`config.mk`:
```
export PLATFORM = sky130hd
export DESIGN_NAME = fm_register_write_doubler_flat
export DESIGN_NICKNAME = d
export VERILOG_FILES = /design/src/sv/fmrwd_pkg.sv /design/src/sv/fmrwd_if.sv /design/src/sv/fm_register_write_doubler.sv /design/src/flat_wrapper.sv
export SDC_FILE = /design/constraint.sdc
export NUM_CORES = 2
export LEC_CHECK = 0
export BUFFER_PORTS_ARGS = -buffer_cell sky130_fd_sc_hd__buf_2
export CELL_PAD_IN_SITES_DETAIL_PLACEMENT = 2
export CELL_PAD_IN_SITES_GLOBAL_PLACEMENT = 2
export CORE_ASPECT_RATIO = 1.25
export CORE_MARGIN = 4
export CORE_UTILIZATION = 45
export DETAILED_ROUTE_END_ITERATION = 12
export PLACE_DENSITY_LB_ADDON = 0.3
export SLEW_MARGIN = 20
export SYNTH_ARGS = -nofsm -noshare
export SYNTH_HDL_FRONTEND = slang
export SYNTH_SLANG_ARGS = --single-unit
export TNS_END_PERCENT = 5
```
`constraint.sdc`:
```
create_clock -name clk -period 11.07 [get_ports clk]
set_clock_uncertainty 0.15 [all_clocks]
set_input_delay 0.5535 -clock clk [delete_from_list [all_inputs] [get_ports clk]]
set_output_delay 0.5535 -clock clk [all_outputs]
set_load 0.03 [all_outputs]
```
`src/sv/fmrwd_pkg.sv`:
```
// Package with the shared types, constants and init table of the FM register write doubler.
`default_nettype none
package fmrwd_pkg;

    localparam int unsigned SHADOW_DEPTH = 512;
    localparam int unsigned SHADOW_AW    = 9;
    localparam int unsigned NUM_CHANNELS = 9;
    localparam int unsigned INIT_LEN     = 57;
    localparam int unsigned INIT_IW      = 6;
    localparam int unsigned STEP_NUM     = 7;
    localparam int unsigned STEP_W       = 3;

    localparam logic [0:0] OP_WRITE  = 1'b0;
    localparam logic [0:0] OP_INIT   = 1'b1;
    localparam logic [0:0] KIND_WRITE = 1'b0;
    localparam logic [0:0] KIND_WAIT  = 1'b1;

    localparam logic [2:0] CFG_STEREO_INIT = 3'd0;
    localparam logic [2:0] CFG_PAN_SPLIT   = 3'd1;
    localparam logic [2:0] CFG_DETUNE      = 3'd2;
    localparam logic [2:0] CFG_ATTEN0      = 3'd3;
    localparam logic [2:0] CFG_ATTEN1      = 3'd4;
    localparam logic [2:0] CFG_KEYON_WAIT  = 3'd5;

    localparam logic [7:0] REG_RHYTHM = 8'hBD;
    localparam logic [7:0] PAN_LEFT   = 8'hA0;
    localparam logic [7:0] PAN_RIGHT  = 8'h50;

    typedef enum logic [2:0] {
        ST_CLEAR,
        ST_IDLE,
        ST_READ,
        ST_RUN,
        ST_INIT
    } state_t;

    typedef enum logic [2:0] {
        CL_FLO,
        CL_FHI,
        CL_CTL,
        CL_TL,
        CL_RHY,
        CL_OTHER
    } class_t;

    typedef struct packed {
        logic [0:0] kind;
        logic [0:0] bank;
        logic [7:0] rgi;
        logic [7:0] val;
    } emit_t;

    localparam logic [7:0] EXT_WAVE [14] = '{
        8'hE0, 8'hE1, 8'hE2, 8'hE3, 8'hE4, 8'hE5, 8'hE8,
        8'hE9, 8'hEA, 8'hEB, 8'hEC, 8'hED, 8'hEE, 8'hEF
    };

    function automatic emit_t init_entry(input logic [INIT_IW-1:0] idx, input logic stereo);
        emit_t      e;
        logic [5:0] k;
        e.kind = KIND_WRITE;
        e.bank = 1'b0;
        e.rgi  = 8'h00;
        e.val  = 8'h00;
        k      = 6'd0;
        if (idx == 6'd0) begin
            e.bank = 1'b1; e.rgi = 8'h05; e.val = 8'h01;
        end else if (idx == 6'd1) begin
            e.bank = 1'b1; e.rgi = 8'h04;
        end else if (idx == 6'd2) begin
            e.rgi = 8'h01;
        end else if (idx == 6'd3) begin
            e.rgi = 8'h08;
        end else if (idx == 6'd4) begin
            e.bank = 1'b1; e.rgi = 8'h01;
        end else if (idx < 6'd23) begin
            k      = idx - 6'd5;
            e.bank = k[0];
            e.rgi  = 8'hC0 + {4'd0, k[4:1]};
            if (stereo && k[1]) begin
                e.val = k[0] ? PAN_LEFT : PAN_RIGHT;
            end else begin
                e.val = k[0] ? PAN_LEFT : PAN_RIGHT;
                if (stereo) begin
                    e.val = k[0] ? PAN_RIGHT : PAN_LEFT;
                end
            end
        end else if (idx < 6'd51) begin
            k      = idx - 6'd23;
            e.bank = k[0];
            e.rgi  = EXT_WAVE[k[4:1]];
        end else begin
            k      = idx - 6'd51;
            e.bank = 1'b1;
            e.rgi  = 8'hF0 + {5'd0, k[2:0]};
        end
        return e;
    endfunction

endpackage
`default_nettype wire

```
`src/sv/fmrwd_if.sv`:
```
// Handshake interfaces for the input and result channels of the doubler.
`default_nettype none
interface fmrwd_in_if;
    logic       valid;
    logic       ready;
    logic [0:0] operation;
    logic [7:0] reg_index;
    logic [7:0] value;
    modport source (output valid, operation, reg_index, value, input ready);
    modport sink (input valid, operation, reg_index, value, output ready);
endinterface

interface fmrwd_out_if;
    logic        valid;
    logic        ready;
    logic [0:0]  kind;
    logic [0:0]  bank;
    logic [7:0]  out_reg;
    logic [7:0]  out_value;
    logic [15:0] wait_samples;
    logic        last;
    modport source (output valid, kind, bank, out_reg, out_value, wait_samples, last,
                    input ready);
    modport sink (input valid, kind, bank, out_reg, out_value, wait_samples, last,
                  output ready);
endinterface
`default_nettype wire

```
`src/sv/fm_register_write_doubler.sv`:
```
// Top level of the FM register write doubler with its shadow memory and write sequencer.
// Flow: an input transaction first reads the shadow memory, then emits one result per
// cycle while the output is not stalled (up to 7 for a register write); the next input
// is taken in the cycle of the previous item's last result, or once the shadow read is
// done when a register write emits nothing.
// Init clears all 512 shadow entries and then emits 57 results.
// After reset the same clearing pass runs before the first input is taken.
`default_nettype none
module fm_register_write_doubler (
    input  wire logic        clk,
    input  wire logic        rst_n,
    input  wire logic        psel,
    input  wire logic        penable,
    input  wire logic        pwrite,
    input  wire logic [4:0]  paddr,
    input  wire logic [31:0] pwdata,
    output logic      [31:0] prdata,
    output logic             pready,
    fmrwd_in_if.sink         in_ch,
    fmrwd_out_if.source      out_ch
);

    logic        stereo_reg;
    logic        pan_split_reg;
    logic [17:0] detune_reg;
    logic [5:0]  atten0_reg;
    logic [5:0]  atten1_reg;
    logic [15:0] keyon_wait_reg;

    fmrwd_pkg::state_t state_reg, state_next;
    fmrwd_pkg::class_t cls_reg, cls_next;
    logic [fmrwd_pkg::SHADOW_AW-1:0] clr_cnt_reg, clr_cnt_next;
    logic                            init_pend_reg, init_pend_next;
    logic [fmrwd_pkg::INIT_IW-1:0]   idx_reg, idx_next;
    logic [fmrwd_pkg::STEP_NUM-1:0]  mask_reg, mask_next;
    logic [fmrwd_pkg::STEP_W-1:0]    step_reg, step_next;
    logic                            rhythm_reg, rhythm_next;
    logic                            out_valid_reg, out_valid_next;

    logic [7:0]  rgi_reg;
    logic [7:0]  val_reg;
    logic [7:0]  a_reg;
    logic        rhy_reg;
    logic        fwd_hit_reg;
    logic [7:0]  fwd_data_reg;
    logic signed [28:0] prod_reg;
    logic [9:0]  fdet_reg;

    fmrwd_pkg::emit_t out_item_reg;
    logic [15:0] out_wait_reg;
    logic        out_last_reg;

    logic [7:0] shadow_mem [fmrwd_pkg::SHADOW_DEPTH];
    logic [7:0] rdata_reg;

    logic                            mem_we;
    logic [fmrwd_pkg::SHADOW_AW-1:0] mem_waddr;
    logic [7:0]                      mem_wdata;
    logic [fmrwd_pkg::SHADOW_AW-1:0] mem_raddr;

    logic        cfg_wr;
    logic        emit_go;
    logic        run_empty;
    logic        run_emit;
    logic        init_emit;
    logic        step_last;
    logic        finishing;
    logic        accept;
    logic [7:0]  a_rd;
    logic [7:0]  ra;
    logic [9:0]  fnum;
    logic signed [29:0] tsum;
    logic [7:0]  oa;
    logic [7:0]  ob;
    logic [7:0]  pan0;
    logic [7:0]  pan1;
    logic        rhy_now;
    fmrwd_pkg::emit_t step_item;
    fmrwd_pkg::emit_t init_item;
    fmrwd_pkg::emit_t load_item;
    logic        load_last;

    function automatic logic [7:0] tl_atten(input logic [7:0] v, input logic [5:0] att);
        logic [6:0] s;
        s = {1'b0, v[5:0]} + {1'b0, att};
        return {v[7:6], (s > 7'd63) ? 6'd63 : s[5:0]};
    endfunction

    function automatic logic [fmrwd_pkg::STEP_W-1:0] first_from(
        input logic [fmrwd_pkg::STEP_NUM-1:0] m, input logic [fmrwd_pkg::STEP_W:0] from);
        logic [fmrwd_pkg::STEP_W-1:0] r;
        logic                         found;
        r     = '0;
        found = 1'b0;
        for (int i = 0; i < fmrwd_pkg::STEP_NUM; i++) begin
            if (!found && m[i] && (i >= int'(from))) begin
                r     = fmrwd_pkg::STEP_W'(i);
                found = 1'b1;
            end
        end
        return r;
    endfunction

    function automatic logic any_from(
        input logic [fmrwd_pkg::STEP_NUM-1:0] m, input logic [fmrwd_pkg::STEP_W:0] from);
        logic f;
        f = 1'b0;
        for (int i = 0; i < fmrwd_pkg::STEP_NUM; i++) begin
            if (m[i] && (i >= int'(from))) begin
                f = 1'b1;
            end
        end
        return f;
    endfunction

    assign pready = 1'b1;
    assign cfg_wr = psel && penable && pwrite;

    always_ff @(posedge clk or negedge rst_n) begin
        if (!rst_n) begin
            stereo_reg     <= 1'b0;
            pan_split_reg  <= 1'b0;
            detune_reg     <= '0;
            atten0_reg     <= '0;
            atten1_reg     <= '0;
            keyon_wait_reg <= '0;
        end else if (cfg_wr) begin
            unique case (paddr[4:2])
                fmrwd_pkg::CFG_STEREO_INIT: stereo_reg     <= pwdata[0];
                fmrwd_pkg::CFG_PAN_SPLIT:   pan_split_reg  <= pwdata[0];
                fmrwd_pkg::CFG_DETUNE:      detune_reg     <= pwdata[17:0];
                fmrwd_pkg::CFG_ATTEN0:      atten0_reg     <= pwdata[5:0];
                fmrwd_pkg::CFG_ATTEN1:      atten1_reg     <= pwdata[5:0];
                fmrwd_pkg::CFG_KEYON_WAIT:  keyon_wait_reg <= pwdata[15:0];
                default: ;
            endcase
        end
    end

    always_comb begin
        unique case (paddr[4:2])
            fmrwd_pkg::CFG_STEREO_INIT: prdata = {31'd0, stereo_reg};
            fmrwd_pkg::CFG_PAN_SPLIT:   prdata = {31'd0, pan_split_reg};
            fmrwd_pkg::CFG_DETUNE:      prdata = {{14{detune_reg[17]}}, detune_reg};
            fmrwd_pkg::CFG_ATTEN0:      prdata = {26'd0, atten0_reg};
            fmrwd_pkg::CFG_ATTEN1:      prdata = {26'd0, atten1_reg};
            fmrwd_pkg::CFG_KEYON_WAIT:  prdata = {16'd0, keyon_wait_reg};
            default:                    prdata = 32'd0;
        endcase
    end

    // The frequency pair of a channel sits 0x10 apart, so the partner address is a bit flip.
    assign ra        = rgi_reg ^ 8'h10;
    assign mem_raddr = {1'b0, in_ch.reg_index ^ 8'h10};
    assign a_rd      = fwd_hit_reg ? fwd_data_reg : rdata_reg;
    assign rhy_now   = (rgi_reg[3:0] >= 4'd6) && rhythm_reg;

    assign fnum = {val_reg[1:0], a_reg};
    assign tsum = 30'(signed'({4'd0, fnum, 16'd0})) + 30'(prod_reg) + 30'sd32768;

    always_ff @(posedge clk) begin
        prod_reg <= signed'({1'b0, fnum}) * signed'(detune_reg);
        if (tsum < 0) begin
            fdet_reg <= 10'd0;
        end else if (tsum[29:16] > 14'd1023) begin
            fdet_reg <= 10'd1023;
        end else begin
            fdet_reg <= tsum[25:16];
        end
    end

    assign oa = rhy_reg ? a_reg : fdet_reg[7:0];
    assign ob = {val_reg[7:2], fdet_reg[9:8]};

    always_comb begin
        pan0 = fmrwd_pkg::PAN_LEFT;
        pan1 = fmrwd_pkg::PAN_RIGHT;
        if (pan_split_reg && !rgi_reg[0]) begin
            pan0 = fmrwd_pkg::PAN_RIGHT;
            pan1 = fmrwd_pkg::PAN_LEFT;
        end
    end

    always_comb begin
        step_item.kind = fmrwd_pkg::KIND_WRITE;
        step_item.bank = step_reg[0] ? 1'b1 : 1'b0;
        step_item.rgi  = rgi_reg;
        step_item.val  = val_reg;
        case (cls_reg)
            fmrwd_pkg::CL_FHI: begin
                case (step_reg)
                    3'd1: begin
                        step_item.bank = 1'b0;
                        step_item.rgi  = ra;
                        step_item.val  = a_reg;
                    end
                    3'd3, 3'd6: begin
                        step_item.kind = fmrwd_pkg::KIND_WAIT;
                        step_item.bank = 1'b0;
                        step_item.rgi  = 8'd0;
                        step_item.val  = 8'd0;
                    end
                    3'd4: begin
                        step_item.bank = 1'b1;
                        step_item.rgi  = ra;
                        step_item.val  = oa;
                    end
                    3'd5: begin
                        step_item.bank = 1'b1;
                        step_item.val  = ob;
                    end
                    default: step_item.bank = 1'b0;
                endcase
            end
            fmrwd_pkg::CL_CTL: step_item.val = val_reg | (step_reg[0] ? pan1 : pan0);
            fmrwd_pkg::CL_TL:
                step_item.val = tl_atten(val_reg, step_reg[0] ? atten1_reg : atten0_reg);
            default: ;
        endcase
    end

    assign init_item = fmrwd_pkg::init_entry(idx_reg, stereo_reg);

    assign emit_go   = !out_valid_reg || out_ch.ready;
    assign step_last = !any_from(mask_reg, {1'b0, step_reg} + 4'd1);
    assign run_empty = (state_reg == fmrwd_pkg::ST_RUN) && (mask_reg == '0);
    assign run_emit  = (state_reg == fmrwd_pkg::ST_RUN) && (mask_reg != '0) && emit_go;
    assign init_emit = (state_reg == fmrwd_pkg::ST_INIT) && emit_go;
    assign finishing = run_empty || (run_emit && step_last)
                    || (init_emit && (idx_reg == fmrwd_pkg::INIT_IW'(fmrwd_pkg::INIT_LEN - 1)));
    assign in_ch.ready = (state_reg == fmrwd_pkg::ST_IDLE) || finishing;
    assign accept      = in_ch.valid && in_ch.ready;

    assign load_item = run_emit ? step_item : init_item;
    assign load_last = run_emit ? step_last
                     : (idx_reg == fmrwd_pkg::INIT_IW'(fmrwd_pkg::INIT_LEN - 1));

    always_comb begin
        mem_we    = 1'b0;
        mem_waddr = {1'b0, rgi_reg};
        mem_wdata = val_reg;
        if (state_reg == fmrwd_pkg::ST_CLEAR) begin
            mem_we    = 1'b1;
            mem_waddr = clr_cnt_reg;
            mem_wdata = 8'd0;
        end else if (run_empty) begin
            mem_we = 1'b1;
        end else if ((run_emit || init_emit) && (load_item.kind == fmrwd_pkg::KIND_WRITE)) begin
            mem_we    = 1'b1;
            mem_waddr = {load_item.bank, load_item.rgi};
            mem_wdata = load_item.val;
        end
    end

    always_ff @(posedge clk) begin
        if (mem_we) begin
            shadow_mem[mem_waddr] <= mem_wdata;
        end
        rdata_reg <= shadow_mem[mem_raddr];
    end

    always_comb begin
        state_next     = state_reg;
        cls_next       = cls_reg;
        clr_cnt_next   = clr_cnt_reg;
        init_pend_next = init_pend_reg;
        idx_next       = idx_reg;
        mask_next      = mask_reg;
        step_next      = step_reg;
        rhythm_next    = rhythm_reg;
        out_valid_next = out_valid_reg;

        if (out_ch.ready) begin
            out_valid_next = 1'b0;
        end
        if (run_emit || init_emit) begin
            out_valid_next = 1'b1;
        end
        if (mem_we && (mem_waddr[7:0] == fmrwd_pkg::REG_RHYTHM)
            && (state_reg != fmrwd_pkg::ST_CLEAR)) begin
            rhythm_next = mem_wdata[5];
        end

        unique case (state_reg)
            fmrwd_pkg::ST_CLEAR: begin
                clr_cnt_next = clr_cnt_reg + 1'b1;
                if (clr_cnt_reg == fmrwd_pkg::SHADOW_AW'(fmrwd_pkg::SHADOW_DEPTH - 1)) begin
                    idx_next   = '0;
                    state_next = init_pend_reg ? fmrwd_pkg::ST_INIT : fmrwd_pkg::ST_IDLE;
                end
            end
            fmrwd_pkg::ST_READ: begin
                case (cls_reg)
                    fmrwd_pkg::CL_FLO: mask_next = {6'd0, a_rd[5]};
                    fmrwd_pkg::CL_FHI:
                        mask_next = {keyon_wait_reg != 16'd0, !rhy_now, 1'b1,
                                     keyon_wait_reg != 16'd0, 3'b111};
                    fmrwd_pkg::CL_RHY: mask_next = 7'b0000001;
                    default:           mask_next = 7'b0000011;
                endcase
                step_next  = '0;
                state_next = fmrwd_pkg::ST_RUN;
            end
            fmrwd_pkg::ST_RUN: begin
                if (run_emit && !step_last) begin
                    step_next = first_from(mask_reg, {1'b0, step_reg} + 4'd1);
                end
            end
            fmrwd_pkg::ST_INIT: begin
                if (init_emit) begin
                    idx_next = idx_reg + 1'b1;
                end
            end
            default: ;
        endcase

        if (finishing) begin
            state_next = fmrwd_pkg::ST_IDLE;
        end
        if (accept) begin
            if (in_ch.operation == fmrwd_pkg::OP_INIT) begin
                state_next     = fmrwd_pkg::ST_CLEAR;
                clr_cnt_next   = '0;
                init_pend_next = 1'b1;
                rhythm_next    = 1'b0;
            end else begin
                state_next = fmrwd_pkg::ST_READ;
                if (in_ch.reg_index >= 8'hA0 && in_ch.reg_index <= 8'hA8) begin
                    cls_next = fmrwd_pkg::CL_FLO;
                end else if (in_ch.reg_index >= 8'hB0 && in_ch.reg_index <= 8'hB8) begin
                    cls_next = fmrwd_pkg::CL_FHI;
                end else if (in_ch.reg_index >= 8'hC0 && in_ch.reg_index <= 8'hC8) begin
                    cls_next = fmrwd_pkg::CL_CTL;
                end else if (in_ch.reg_index >= 8'h40 && in_ch.reg_index <= 8'h55) begin
                    cls_next = fmrwd_pkg::CL_TL;
                end else if (in_ch.reg_index == fmrwd_pkg::REG_RHYTHM) begin
                    cls_next = fmrwd_pkg::CL_RHY;
                end else begin
                    cls_next = fmrwd_pkg::CL_OTHER;
                end
            end
        end
    end

    always_ff @(posedge clk or negedge rst_n) begin
        if (!rst_n) begin
            state_reg     <= fmrwd_pkg::ST_CLEAR;
            cls_reg       <= fmrwd_pkg::CL_OTHER;
            clr_cnt_reg   <= '0;
            init_pend_reg <= 1'b0;
            idx_reg       <= '0;
            mask_reg      <= '0;
            step_reg      <= '0;
            rhythm_reg    <= 1'b0;
            out_valid_reg <= 1'b0;
        end else begin
            state_reg     <= state_next;
            cls_reg       <= cls_next;
            clr_cnt_reg   <= clr_cnt_next;
            init_pend_reg <= init_pend_next;
            idx_reg       <= idx_next;
            mask_reg      <= mask_next;
            step_reg      <= step_next;
            rhythm_reg    <= rhythm_next;
            out_valid_reg <= out_valid_next;
        end
    end

    always_ff @(posedge clk) begin
        if (accept) begin
            rgi_reg      <= in_ch.reg_index;
            val_reg      <= in_ch.value;
            fwd_hit_reg  <= mem_we && (mem_waddr == mem_raddr);
            fwd_data_reg <= mem_wdata;
        end
        if (state_reg == fmrwd_pkg::ST_READ) begin
            a_reg   <= a_rd;
            rhy_reg <= rhy_now;
        end
        if (run_emit || init_emit) begin
            out_item_reg <= load_item;
            out_last_reg <= load_last;
            out_wait_reg <= (load_item.kind == fmrwd_pkg::KIND_WAIT) ? keyon_wait_reg : 16'd0;
        end
    end

    assign out_ch.valid        = out_valid_reg;
    assign out_ch.kind         = out_item_reg.kind;
    assign out_ch.bank         = out_item_reg.bank;
    assign out_ch.out_reg      = out_item_reg.rgi;
    assign out_ch.out_value    = out_item_reg.val;
    assign out_ch.wait_samples = out_wait_reg;
    assign out_ch.last         = out_last_reg;

    a_no_accept_clear: assert property (@(posedge clk) disable iff (!rst_n)
        (state_reg == fmrwd_pkg::ST_CLEAR) |-> !in_ch.ready)
        else $error("input taken during the shadow clearing pass");

    a_no_accept_read: assert property (@(posedge clk) disable iff (!rst_n)
        (state_reg == fmrwd_pkg::ST_READ) |-> !in_ch.ready)
        else $error("input taken while a shadow read is in flight");

    a_read_to_run: assert property (@(posedge clk) disable iff (!rst_n)
        (state_reg == fmrwd_pkg::ST_READ) |=> (state_reg == fmrwd_pkg::ST_RUN))
        else $error("shadow read not followed by the write sequence");

    a_wait_nonzero: assert property (@(posedge clk) disable iff (!rst_n)
        (out_valid_reg && out_item_reg.kind == fmrwd_pkg::KIND_WAIT) |-> (out_wait_reg != 16'd0))
        else $error("wait marker with a zero sample count");

endmodule
`default_nettype wire

```
`src/flat_wrapper.sv`:
```
// flat-port wrapper written by rule: the top's interface ports become plain ports
module fm_register_write_doubler_flat 
  (clk, rst_n, psel, penable, pwrite, paddr, pwdata, prdata, pready, in_ch_valid, in_ch_operation, in_ch_reg_index, in_ch_value, in_ch_ready, out_ch_valid, out_ch_kind, out_ch_bank, out_ch_out_reg, out_ch_out_value, out_ch_wait_samples, out_ch_last, out_ch_ready);
  fmrwd_in_if in_ch_i ();
  fmrwd_out_if out_ch_i ();
  input  wire logic clk;
  input  wire logic rst_n;
  input  wire logic psel;
  input  wire logic penable;
  input  wire logic pwrite;
  input  wire logic [4:0] paddr;
  input  wire logic [31:0] pwdata;
  output logic      [31:0] prdata;
  output logic pready;
  input wire logic [$bits(in_ch_i.valid)-1:0] in_ch_valid;
  input wire logic [$bits(in_ch_i.operation)-1:0] in_ch_operation;
  input wire logic [$bits(in_ch_i.reg_index)-1:0] in_ch_reg_index;
  input wire logic [$bits(in_ch_i.value)-1:0] in_ch_value;
  output wire logic [$bits(in_ch_i.ready)-1:0] in_ch_ready;
  output wire logic [$bits(out_ch_i.valid)-1:0] out_ch_valid;
  output wire logic [$bits(out_ch_i.kind)-1:0] out_ch_kind;
  output wire logic [$bits(out_ch_i.bank)-1:0] out_ch_bank;
  output wire logic [$bits(out_ch_i.out_reg)-1:0] out_ch_out_reg;
  output wire logic [$bits(out_ch_i.out_value)-1:0] out_ch_out_value;
  output wire logic [$bits(out_ch_i.wait_samples)-1:0] out_ch_wait_samples;
  output wire logic [$bits(out_ch_i.last)-1:0] out_ch_last;
  input wire logic [$bits(out_ch_i.ready)-1:0] out_ch_ready;
  assign in_ch_i.valid = in_ch_valid;
  assign in_ch_i.operation = in_ch_operation;
  assign in_ch_i.reg_index = in_ch_reg_index;
  assign in_ch_i.value = in_ch_value;
  assign in_ch_ready = in_ch_i.ready;
  assign out_ch_valid = out_ch_i.valid;
  assign out_ch_kind = out_ch_i.kind;
  assign out_ch_bank = out_ch_i.bank;
  assign out_ch_out_reg = out_ch_i.out_reg;
  assign out_ch_out_value = out_ch_i.out_value;
  assign out_ch_wait_samples = out_ch_i.wait_samples;
  assign out_ch_last = out_ch_i.last;
  assign out_ch_i.ready = out_ch_ready;
  fm_register_write_doubler u_core (.clk(clk), .rst_n(rst_n), .psel(psel), .penable(penable), .pwrite(pwrite), .paddr(paddr), .pwdata(pwdata), .prdata(prdata), .pready(pready), .in_ch(in_ch_i), .out_ch(out_ch_i));
endmodule
```
; ---- Word level (Yosys, flattened, before mapping)
; Memory sizes are Yosys's and may differ from the RTL's. A register that Yosys moved wholly into a read port is not among the register bits.
; Index checks and enable logic that the tools add are counted.
[totals]
register_bits = 190
ramBits = 4096
romBits = 128
output_inout_bits = 70
elab_cells = 287
mem_count = 2
[op_classes]
n_addsub = 11
mul = 1
order_cmp = 22
eq_ne = 31
muxes = 104
bitwise_logic = 6
reduce_logical = 81
[memory_table]
columns = name, words, width, rd, rd_clocked_by_memory_dff, write_ports, line_no
row1 = u_core.shadow_mem, 512, 8, 1, 1, 1, fm_register_write_doubler.sv:53  ; logic [7:0] shadow_mem [fmrwd_pkg::SHADOW_DEPTH];
row2 = (name not given), 16, 8, 1, 0, 0, fmrwd_pkg.sv:91  ; e.rgi = EXT_WAVE[k[4:1]];
[ops]
columns = op, n
row1 = one-hot mux 32 bit (6 select lines), 1
row2 = 2-to-1 mux 8 bit, 21
row3 = 2-to-1 mux 9 bit, 10
row4 = 2-to-1 mux 1 bit, 42
row5 = logical AND 1 bit, 40
row6 = 2-to-1 mux 3 bit, 12
row7 = one-hot mux 8 bit (4 select lines), 1
row8 = adder 27 x 29 -> 30 bit, 1
row9 = "adder 30 x 17 -> 30 bit, second input constant", 1
row10 = "< comparator 30 x 1 -> 1 bit, second input constant", 1
row11 = multiplier 11 x 18 -> 29 bit, 1
row12 = "greater-or-equal comparator 8 bit, second input constant", 3
row13 = "less-or-equal comparator 8 bit, second input constant", 3
row14 = 2-to-1 mux 6 bit, 4
row15 = one-hot mux 8 bit (3 select lines), 1
row16 = "equality test 3 x 2 -> 1 bit, second input constant", 7
row17 = "equality test 3 bit, second input constant", 7
row18 = one-hot mux 7 bit (3 select lines), 1
row19 = 2-to-1 mux 10 bit, 2
row20 = AND reduction 2 bit, 10
row21 = 2-to-1 mux 18 bit, 1
row22 = 2-to-1 mux 17 bit, 1
row23 = "equality test 8 bit, second input constant", 2
row24 = one-hot mux 8 bit (2 select lines), 1
row25 = other kinds (48), 82

; ---- Longest topological paths before layout
[depth]
depth_word = 49
ltp_mapped = 22
ltp_nobuf = 20

; ---- Worst setup path after synthesis
; Ideal clock, no wire load.
[synth_path]
path_type = flip-flop to flip-flop
start = register u_core.step_reg[0] in the netlist's numbering
end = register u_core.fwd_data_reg[6] (data pin)
setup_time_ns = 1.578
arrival_ns = 8.730
required_time_ns = 9.342
path_slack_ns = 0.612
stages_incl_launch_ff = 11
n_path_buf = 0
path_cell_list = dfrtp_1 inv_1 ha_1 mux2i_1 nand2b_1 a221oi_1 o22ai_1 a21oi_1 o21ai_0 nand2_1 a21oi_1
[synth_lines]
columns = element, line_no
row1 = from (decl), fm_register_write_doubler.sv:36  ; logic [fmrwd_pkg::STEP_W-1:0] step_reg, step_next;
row2 = from (signal assigned), fm_register_write_doubler.sv:363  ; step_reg <= step_next;
row3 = to (signal assigned), fm_register_write_doubler.sv:374  ; fwd_data_reg <= mem_wdata;
row4 = to (decl), fm_register_write_doubler.sv:45  ; logic [7:0] fwd_data_reg;

; ---- Worst setup path after layout
[layout_path]
start = register u_core.step_reg[0] in the netlist's numbering
end = memory u_core.shadow_mem[97][1], enable pin
[layout_via]
elab_chain_len = 12
elab_cells_between_ends = 24
cone_classes = eq/ne (5) / mux (14) / bitwise (1) / reduce/logical (4)
[layout_rtl]
columns = element, line_no
row1 = equality test 3 x 2 -> 1 bit or equality test 3 bit (tied branches), fm_register_write_doubler.sv:191  ; case (step_reg)
row2 = OR reduction 2 bit, fm_register_write_doubler.sv:191
row3 = 2-to-1 mux 1 bit, fm_register_write_doubler.sv:191
row4 = 2-to-1 mux 10 bit (*), fm_register_write_doubler.sv:189  ; case (cls_reg)
row5 = 2-to-1 mux 18 bit (*), fm_register_write_doubler.sv:234  ; assign load_item = run_emit ? step_item : init_item;
row6 = inverter 1 bit, fm_register_write_doubler.sv:248  ; end else if ((run_emit || init_emit) && (load_item.kind == fmrwd_pkg::KIND_WRITE)) begin
row7 = logical AND 1 bit, fm_register_write_doubler.sv:248
row8 = 2-to-1 mux 1 bit, fm_register_write_doubler.sv:248
row9 = 2-to-1 mux 1 bit, fm_register_write_doubler.sv:246  ; end else if (run_empty) begin
row10 = 2-to-1 mux 1 bit, fm_register_write_doubler.sv:242  ; if (state_reg == fmrwd_pkg::ST_CLEAR) begin
row11 = 2-to-1 mux 1 bit, fm_register_write_doubler.sv:256  ; if (mem_we) begin
row12 = 2-to-1 mux 1 bit (implied by the code), fm_register_write_doubler.sv:257  ; shadow_mem[mem_waddr] <= mem_wdata;
row13 = to (decl), fm_register_write_doubler.sv:53
; Every way passes the cells marked *; elsewhere a longest branch is shown, timed or not.

==> flow_summary.json <==
{
  "status": "completed",
  "vias": 51690,
  "ant_nets": 0,
  "synth_edf_count": 2117,
  "grt_overflow": 0,
  "grt_pass1_vias": 55280,
  "critPathArrivalTime_ps": 7360,
  "crit_type": "reg2reg",
  "io_buffers": 113,
  "grt_pass1_wl_um": 454400,
  "post_cts_buffers": 0,
  "hp-class": "in2async",
  "synthesis.area_um2": 94620,
  "drc_errors": 0,
  "rsz0062_at_grt": "false",
  "gp_congestion": 0.8069,
  "pre_cts_ws_ps": 4410,
  "ys.flop_type": "edfxtp_1",
  "start_util_pct": 45.39,
  "cts_made_buffers": 214,
  "syn_inst": 4917,
  "core_um2": 208500,
  "grt_max_degree": 226,
  "min_period_ps": 7026,
  "viasPerCell": 6.468,
  "drive_gt1_share_pct": 24.09,
  "drv_slew": 0,
  "clk_pin_slew_ps": 70,
  "fmax_mhz": 142.3,
  "async_flop_share_pct": 3.589,
  "antenna_found_initial": 8,
  "largest_reg_flops": 2048,
  "power_mw": 21.19,
  "clkLatencyLatePin_ps": 880,
  "setup_violations": 0,
  "maxCapViolCount": 0,
  "end_kind": "flop",
  "synth-seq-area-share_pct": 69.98,
  "dieArea_um2": 217700,
  "start_kind": "flop",
  "grt_usage_pct": 29.29,
  "vdd_drop_max_v": 0.0001709,
  "htreeDepth": 4,
  "die_height_um": 520.7,
  "fill_cells": 18270,
  "fin_crit_sh_pct": 63.47,
  "clock-root-buffer": "clkbuf_16",
  "r2r_cells": 11,
  "hpwl_um": 187400,
  "dr.pass1.iters": 5,
  "synth.avg_cell_area_um2": 19.24,
  "power.leakage_nw": 34.80,
  "die_w_um": 418.1,
  "cts_sinks": 2229,
  "rr_startpoint": "u_core.step_reg[0]",
  "worst_slew_pin_slew_ps": 1261,
  "syn-num-nets": 5231,
  "num_rows": 187,
  "drt_iter0_markers": 6339,
  "crit_fanout": 17,
  "yosys_warnings": 0,
  "syn2layout_area_growth_pct": 11.73,
  "relSlewSlack_pct": 15.91,
  "cts_tree": "yes",
  "hold_viol": 0,
  "cts_buffer_depth": 3,
  "fin_tns_setup_ps": 0,
  "io-pin-count": 131,
  "nNetsFinal": 5380,
  "r2r_end": "u_core.shadow_mem[97][1]",
  "ys_types": 94,
  "reg2reg_slack_ps": 4040,
  "drt-wirelength-per-cell_um": 39.88,
  "cp.required_ps": 11400,
  "powerDensity_nw_per_um2": 200.5,
  "worst_slack_ps": 4044,
  "ys_ff_latch": 2229,
  "wirelength_um": 318700
}
-- area by class of cell --
cell class	instances	area [um^2]	share of cell area, %
sequential	2229	66220	62.64
multi-input combinational	2180	26510	25.08
clock buffer	280	5769	5.457
tap	2740	3428	3.243
timing repair buffer	227	1788	1.691
clock inverter	117	1187	1.123
inverter	214	803.3	0.7598
antenna	4	10.01	0.009468
-- layer usage --
metal / wire length, um / vias to the layer above / track usage [%]
li1: - / 19820 / -
met1: 122000 / 28440 / 38.42
met2: 162000 / 2783 / 49.95
met3: 19980 / 640 / 3.827
met4: 14600 / 4 / 11.48
met5: 31 / - / 0
-- critical path, stage by stage, from the launching register on --
cell and delay, ps:
dfrtp_1 910, inv_1 280, ha_1 340, mux2i_1 540, nor2_2 310, o21ai_1 550, buf_4 280, o21ai_0 130
a21oi_2 400, nor3b_2 860, nand2_1 810, nor2_1 1060
-- cells in the final DEF (no fill, tap or decap), drive strengths merged, types with 22 or more instances in the layout --
cell type | synthesis | routed
edfxtp | 2117 | 2117
mux4 | 640 | 640
nor2 | 340 | 340
clkbuf | 179 | 280
inv | 212 | 220
nand2 | 209 | 209
buf | 115 | 193
fa | 162 | 162
ha | 91 | 91
clkinv | 2 | 87
and2 | 86 | 86
dfrtp | 78 | 78
mux2 | 69 | 69
a21oi | 59 | 59
a22oi | 48 | 48
o21ai | 47 | 47
dlygate4sd3 | 0 | 34
nand3 | 34 | 34
dfxtp | 32 | 32
a22o | 31 | 31
xnor2 | 28 | 28
nor3 | 28 | 28
and3 | 27 | 27
a21o | 26 | 26
a221oi | 22 | 22
-- cells by family (layout without fill, tap and decap cells) --
group,after synthesis,after routing,share of synthesized area (%)
compound gates,345,345,2.624
flops,2229,2229,69.98
other cells,1,5,0.003963
buf+inv,508,838,2.153
mux,726,726,16.23
simple gates,809,809,3.946
xor+xnor,46,46,0.4258
fa+ha+maj,253,253,4.631
-- worst max-delay path by stage --
stage / from / endpoint / slack [ps] / cells after the start
global placement: u_core.a_reg[2] / u_core.prod_reg[23] / 4560 / 18
floorplan: u_core.step_reg[0] / u_core.fwd_data_reg[6] / 610 / 10
CTS: u_core.step_reg[0] / u_core.shadow_mem[196][1] / 4230 / 11
detailed placement: u_core.a_reg[4] / u_core.prod_reg[23] / 4410 / 18
finish: u_core.step_reg[0] / u_core.shadow_mem[97][1] / 4040 / 11
global route: u_core.step_reg[0] / u_core.shadow_mem[37][0] / 3950 / 11
-- power by group --
group          internal (mW)  leakage [nW]  switching, mW
registers               9.61          20.4          0.183
logic                   1.38          11.0           2.42
clock network           4.13          3.39           3.47
total                   15.1          34.8           6.07
-- stage by stage --
step / std cells / hold WS [ps] / utilization [%] / area [um^2]
finish: 7991 / 103.4 / 50.71 / 105700
CTS: 7982 / 33.34 / 50.61 / 105500
floorplan: 4917 / 107.9 / - / 94620
global route: 7989 / 91.39 / 50.71 / 105700
global placement: 7550 / 312.4 / 47.10 / 98200
detailed placement: 7550 / 318.8 / 47.10 / 98200
-- Yosys cell counts (all sizes together) (18+ instances only) --
library cell,number,area [um^2]
a21o,26,195.2
a21oi,59,306.5
a221oi,22,192.7
a22o,31,271.5
a22oi,48,360.4
and2,86,539.3
and3,27,168.9
buf,115,561.8
clkbuf,179,671.9
dfrtp,78,1952
dfxtp,32,640.6
edfxtp,2117,63570
fa,162,3243
ha,91,1139
inv,212,795.8
mux2,69,777.0
mux4,640,14410
nand2,209,807.0
nand2b,19,118.9
nand3,34,187.7
nor2,340,1279
nor3,28,145.1
o21ai,47,235.2
xnor2,28,245.2
xor2,18,157.7
-- what timing repair did --
action | CTS | global route
resized for setup | 0 | 0
hold endpoints to repair | 84 | 0
hold buffers | 35 | 0
Note: power is estimated with default switching activity, not from simulation.
